**src/rtl/subset_sum_count_table_defines.svh**
```systemverilog
// Assertion macros shared by the subset-sum count table RTL.
`ifndef SUBSET_SUM_COUNT_TABLE_DEFINES_SVH
`define SUBSET_SUM_COUNT_TABLE_DEFINES_SVH

// Same-cycle implication, checked at every rising edge outside reset.
`define SSCT_ASSERT_IMPL(label, ante, cons) \
	label: assert property (@(posedge clk) disable iff (!arst_n) (ante) |-> (cons)) \
		else $error("ssct check failed");

// Next-cycle implication, checked at every rising edge outside reset.
`define SSCT_ASSERT_NEXT(label, ante, cons) \
	label: assert property (@(posedge clk) disable iff (!arst_n) (ante) |=> (cons)) \
		else $error("ssct check failed");

`endif

```
**src/rtl/ssct_pkg.sv**
```systemverilog
// Types and constants shared by the subset-sum count table modules.
`default_nettype none

package ssct_pkg;

	// Table geometry.
	localparam int MAX_QUOTA  = 1024;
	localparam int COUNT_BITS = 64;
	localparam int ADDR_BITS  = $clog2(MAX_QUOTA);
	localparam int SUM_BITS   = $clog2(MAX_QUOTA + 1);

	// Fixed field widths.
	localparam int FIELD_BITS = 11;
	localparam int PADDR_BITS = 2;
	localparam int PDATA_BITS = 32;

	// Register addresses.
	localparam logic [PADDR_BITS-1:0] REG_QUOTA_ADDR = 2'd0;
	localparam logic [FIELD_BITS-1:0] QUOTA_RESET    = 11'd1;

	// Request codes.
	typedef enum logic [1:0] {
		REQ_CLEAR = 2'd0,
		REQ_ADD   = 2'd1,
		REQ_READ  = 2'd2
	} req_code_t;

	// One request item.
	typedef struct packed {
		logic [1:0]            req_type;
		logic [FIELD_BITS-1:0] player_weight;
		logic [FIELD_BITS-1:0] sum_index;
	} req_t;

	// One result item.
	typedef struct packed {
		logic [COUNT_BITS-1:0] coalition_count;
		logic                  saturated;
	} rsp_t;

endpackage

`default_nettype wire

```
**src/rtl/ssct_cfg.sv**
```systemverilog
// Configuration register bank holding the quota.
`default_nettype none

module ssct_cfg (
	input  wire logic                            clk,
	input  wire logic                            arst_n,
	input  wire logic                            psel,
	input  wire logic                            penable,
	input  wire logic                            pwrite,
	input  wire logic [ssct_pkg::PADDR_BITS-1:0] paddr,
	input  wire logic [ssct_pkg::PDATA_BITS-1:0] pwdata,
	output logic      [ssct_pkg::PDATA_BITS-1:0] prdata,
	output logic                                 pready,
	output logic      [ssct_pkg::FIELD_BITS-1:0] quota
);
	import ssct_pkg::*;

	logic [FIELD_BITS-1:0] quota_q;
	logic                  wr_en;

	assign pready = 1'b1;
	assign wr_en  = psel && penable && pwrite && pready;
	assign quota  = quota_q;

	// Quota register.
	always_ff @(posedge clk or negedge arst_n) begin
		if (!arst_n) begin
			quota_q <= QUOTA_RESET;
		end else if (wr_en && paddr == REG_QUOTA_ADDR) begin
			quota_q <= pwdata[FIELD_BITS-1:0];
		end
	end

	// Read-back mux.
	always_comb begin
		prdata = '0;
		if (paddr == REG_QUOTA_ADDR) begin
			prdata = {{(PDATA_BITS-FIELD_BITS){1'b0}}, quota_q};
		end
	end

endmodule

`default_nettype wire

```
**config.mk**
```make
export PLATFORM = sky130hd
export DESIGN_NAME = ssct_cfg
export DESIGN_NICKNAME = d
export VERILOG_FILES = /design/src/rtl/subset_sum_count_table_defines.svh /design/src/rtl/ssct_pkg.sv /design/src/rtl/ssct_cfg.sv
export SDC_FILE = /design/constraint.sdc
export NUM_CORES = 1
export LEC_CHECK = 0
export BUFFER_PORTS_ARGS = -buffer_cell sky130_fd_sc_hd__buf_2
export CAP_MARGIN = 10
export CORE_MARGIN = 1.5
export CORE_UTILIZATION = 29
export DETAILED_ROUTE_END_ITERATION = 8
export GPL_TIMING_DRIVEN = 0
export PLACE_DENSITY = 0.74
export SLEW_MARGIN = 40
export SYNTH_ARGS = -nofsm -noshare
export SYNTH_HDL_FRONTEND = slang
export SYNTH_SLANG_ARGS = --single-unit
export TNS_END_PERCENT = 30
```
**constraint.sdc**
```tcl
create_clock -name clk -period 0.8 [get_ports clk]
set_input_delay 0.04 -clock clk [delete_from_list [all_inputs] [get_ports clk]]
set_output_delay 0.04 -clock clk [all_outputs]
set_load 0.05 [all_outputs]
```
==> metrics.txt <==
IR drop worst, VDD=1488 uV; kind of path behind the tightest hold check=primary input to register; mapped cell area=714.4 um2; first drt pass iteration count=2; remaining global-route overflow=0; initial antenna violation count=0; Static Leakage=0.7940 nW; required arrival time at the worst endpoint=760 ps; io pins=83; number of sinks on the clock net=11; Syn-to-layout area delta=97.90%; average wire length per cell after detail routing=10.25 um; global-route usage over all layers=12.57%; worst setup skew after layout=0 ps; Post-Synthesis Cells=61; critical path data arrival time=1080 ps; final net count=182; final worst slack=-320.9 ps; post-placement setup slack=-400.9 ps; clock latency at the later pin of the worst-skew pair=260 ps; hold violation count in the final report=0; Peak Freq=0.8921 GHz; share of the core filled with cells in the final layout=62.12%; setup slack of the most critical reg-to-reg path=-110 ps; FF+latch count, synth=11; top routing layer used=met3; Std-Cell Core Area=0.002276 mm2; switching share of power=43.94%; element type at the critical path start=register; number of DRC violations after detailed-routing iteration 0=1; number of pins with negative max-slew slack in the final report=0; Worst Hold Launch=pwdata[0]; ANT nets after route=0; critical setup path kind=register to output port; wirelength, routed=1.743 mm; wire length on met3=146 um; Vert. Die Dim=52.64 um; cell area reported after detailed placement=0.001052 mm2; power density relative to cell area=2223 mW/mm2; number of buffers on the longest clock path=2; total CTS buffers=3; share of layout cells above drive strength 1=77.46%; global-route wire length before repair=2.532 mm; post-route minimum period=1121 ps; total of warnings raised by yosys=0; reg2reg start=quota[4]$_DFFE_PN0P_; Row Count=17; worst reg-to-reg path cell count=2; unrepaired setup endpoints after global routing=true; Cell Int Power=1.762 mW; post-synth cell types=12; final period utilization=140.1%; Root Driver=clkbuf_4; portion of total power attributed to the clock network=11.8%; wire length the detailed router placed on met1=684 um; hold path cells=2; switching power total=1.381 mW; failing checks=negative setup slack; result of the run=complete, but fails checks; count of input and output buffers=39; vias in the first global route=624; endpoint of the worst hold path=quota[0]$_DFFE_PN1P_; Design Area, Final=0.001414 mm2; synthesized area divided by synthesized cell count=11.71 um2; routability-driven placement congestion ratio=0.5683; fraction of power consumed by combinational cells=62.4%; critical path fanouts, max=2; diode count=0; met2 wirelength from detailed routing=913 um; number of flip-flops in the largest register=11; count of vias placed by the detailed router=639; maximum number of pins on one net before global-route repair=12; TritonCTS clock tree=built; Residual DRC=0; Critical R2R Capture=quota[4]$_DFFE_PN0P_; die area=0.002770 mm2; Die X-Extent=52.64 um; clock input transition at the sequential cells of the worst setup and hold paths=70 ps; setup violators final=30; WHS=12.41 ps; sequential share of power=25.9%; Pwr Total=3.142 mW; Seq/Total Area, Yosys=38.70%; Via-to-Cell Ratio=3.759; nature of the critical path endpoint=output port; level count of the clock H-tree=1; effective utilization at floorplan=31.39%; count of max-cap constraint violations=0
cell type report:
class                           instances  area [um2]
Timing Repair Buffer                   57       523.0
Multi-Input combinational cell         46       359.1
Clock buffer                            4       26.28
Tap cell                               28       35.03
Buffer                                 24       181.4
Sequential cell                        11       289.0
Fill cell                             171       862.1
cells in the mapped netlist:
library cell  instances  area share [%]
and2_1               10             8.8
and2_2                1             1.1
buf_4                22              23
buf_6                 1             1.6
clkbuf_1              1            0.52
conb_1                2             1.1
dfrtp_1              10              35
dfstp_2               1             3.7
mux2_2                1             1.6
mux2_4               10              21
nand4_2               1             1.8
nor2_2                1            0.88
power groups by stage:
| stage | Sequential [mW] | Clock, mW | Combinational (mW) |
|---|---|---|---|
| 2_1_floorplan | 1.28 | 0 | 0.718 |
| 3_3_place_gp | 0.812 | 0 | 1.43 |
| 3_5_place_dp | 0.823 | 0 | 1.43 |
| 4_1_cts | 0.841 | 0.404 | 1.70 |
| 5_1_grt | 0.820 | 0.430 | 2.05 |
| 6_report | 0.812 | 0.370 | 1.96 |
through the flow:
step	cells	TNS [ps]
after floorplan	81	-2044
after global placement	148	-5750
after detailed placement	148	-6306
after CTS	161	-4255
after global routing	170	-5700
final	170	-4796
layout by cell type (no fill, tap or decap):
cell type | Yosys | layout
buf_2 | 0 | 17
clkbuf_2 | 0 | 1
dlymetal6s4s_1 | 0 | 1
clkbuf_1 | 1 | 1
dfstp_2 | 1 | 1
dlygate4sd3_1 | 0 | 8
conb_1 | 2 | 22
and2_2 | 1 | 4
dfrtp_2 | 0 | 10
nor2_4 | 0 | 1
buf_8 | 0 | 3
mux2_4 | 10 | 10
clkbuf_4 | 0 | 3
nand4_2 | 1 | 1
buf_6 | 1 | 25
buf_4 | 22 | 26
and2_4 | 0 | 7
mux2_2 | 1 | 1
worst max-delay path by stage:
| stage | startpoint | end | cells past startpoint |
|---|---|---|---|
| 2_1_floorplan | quota[0]$_DFFE_PN1P_ | prdata[0] | 1 |
| 5_1_grt | quota[0]$_DFFE_PN1P_ | prdata[0] | 2 |
| 4_1_cts | quota[0]$_DFFE_PN1P_ | prdata[0] | 2 |
| 6_report | quota[0]$_DFFE_PN1P_ | prdata[0] | 2 |
| 3_5_place_dp | paddr[1] | prdata[0] | 5 |
| 3_3_place_gp | paddr[1] | prdata[10] | 5 |
routing by layer:
layer  vias to the layer above  global-route usage [%]
met5                         -                       0
met4                         0                   3.846
met3                         0                   4.000
met2                        39                   24.38
met1                       287                   12.41
li1                        313                       -
worst max-delay path, cell delays in order, from the launching register on:
cell and delay, ps:
dfstp_2 540, and2_4 150, buf_8 140
cell families (layout without fill, tap and decap cells):
family / after synthesis / in the layout / share of synthesized area, %
other: 2 / 22 / 1.051
DFF: 11 / 11 / 38.70
buffers and inverters: 24 / 85 / 25.22
muxes: 11 / 11 / 22.59
and+or+nand+nor: 13 / 13 / 12.43
what timing repair did:
| item | 4_1_cts | 5_1_grt |
|---|---|---|
| hold buffers | 8 | 1 |
| hold endpoints to repair | 18 | 1 |
| resized for setup | 44 | 13 |
| endpoints found under the setup margin | 22 | 30 |
| setup buffers | 1 | 8 |
(Power assumes the default switching activity.)
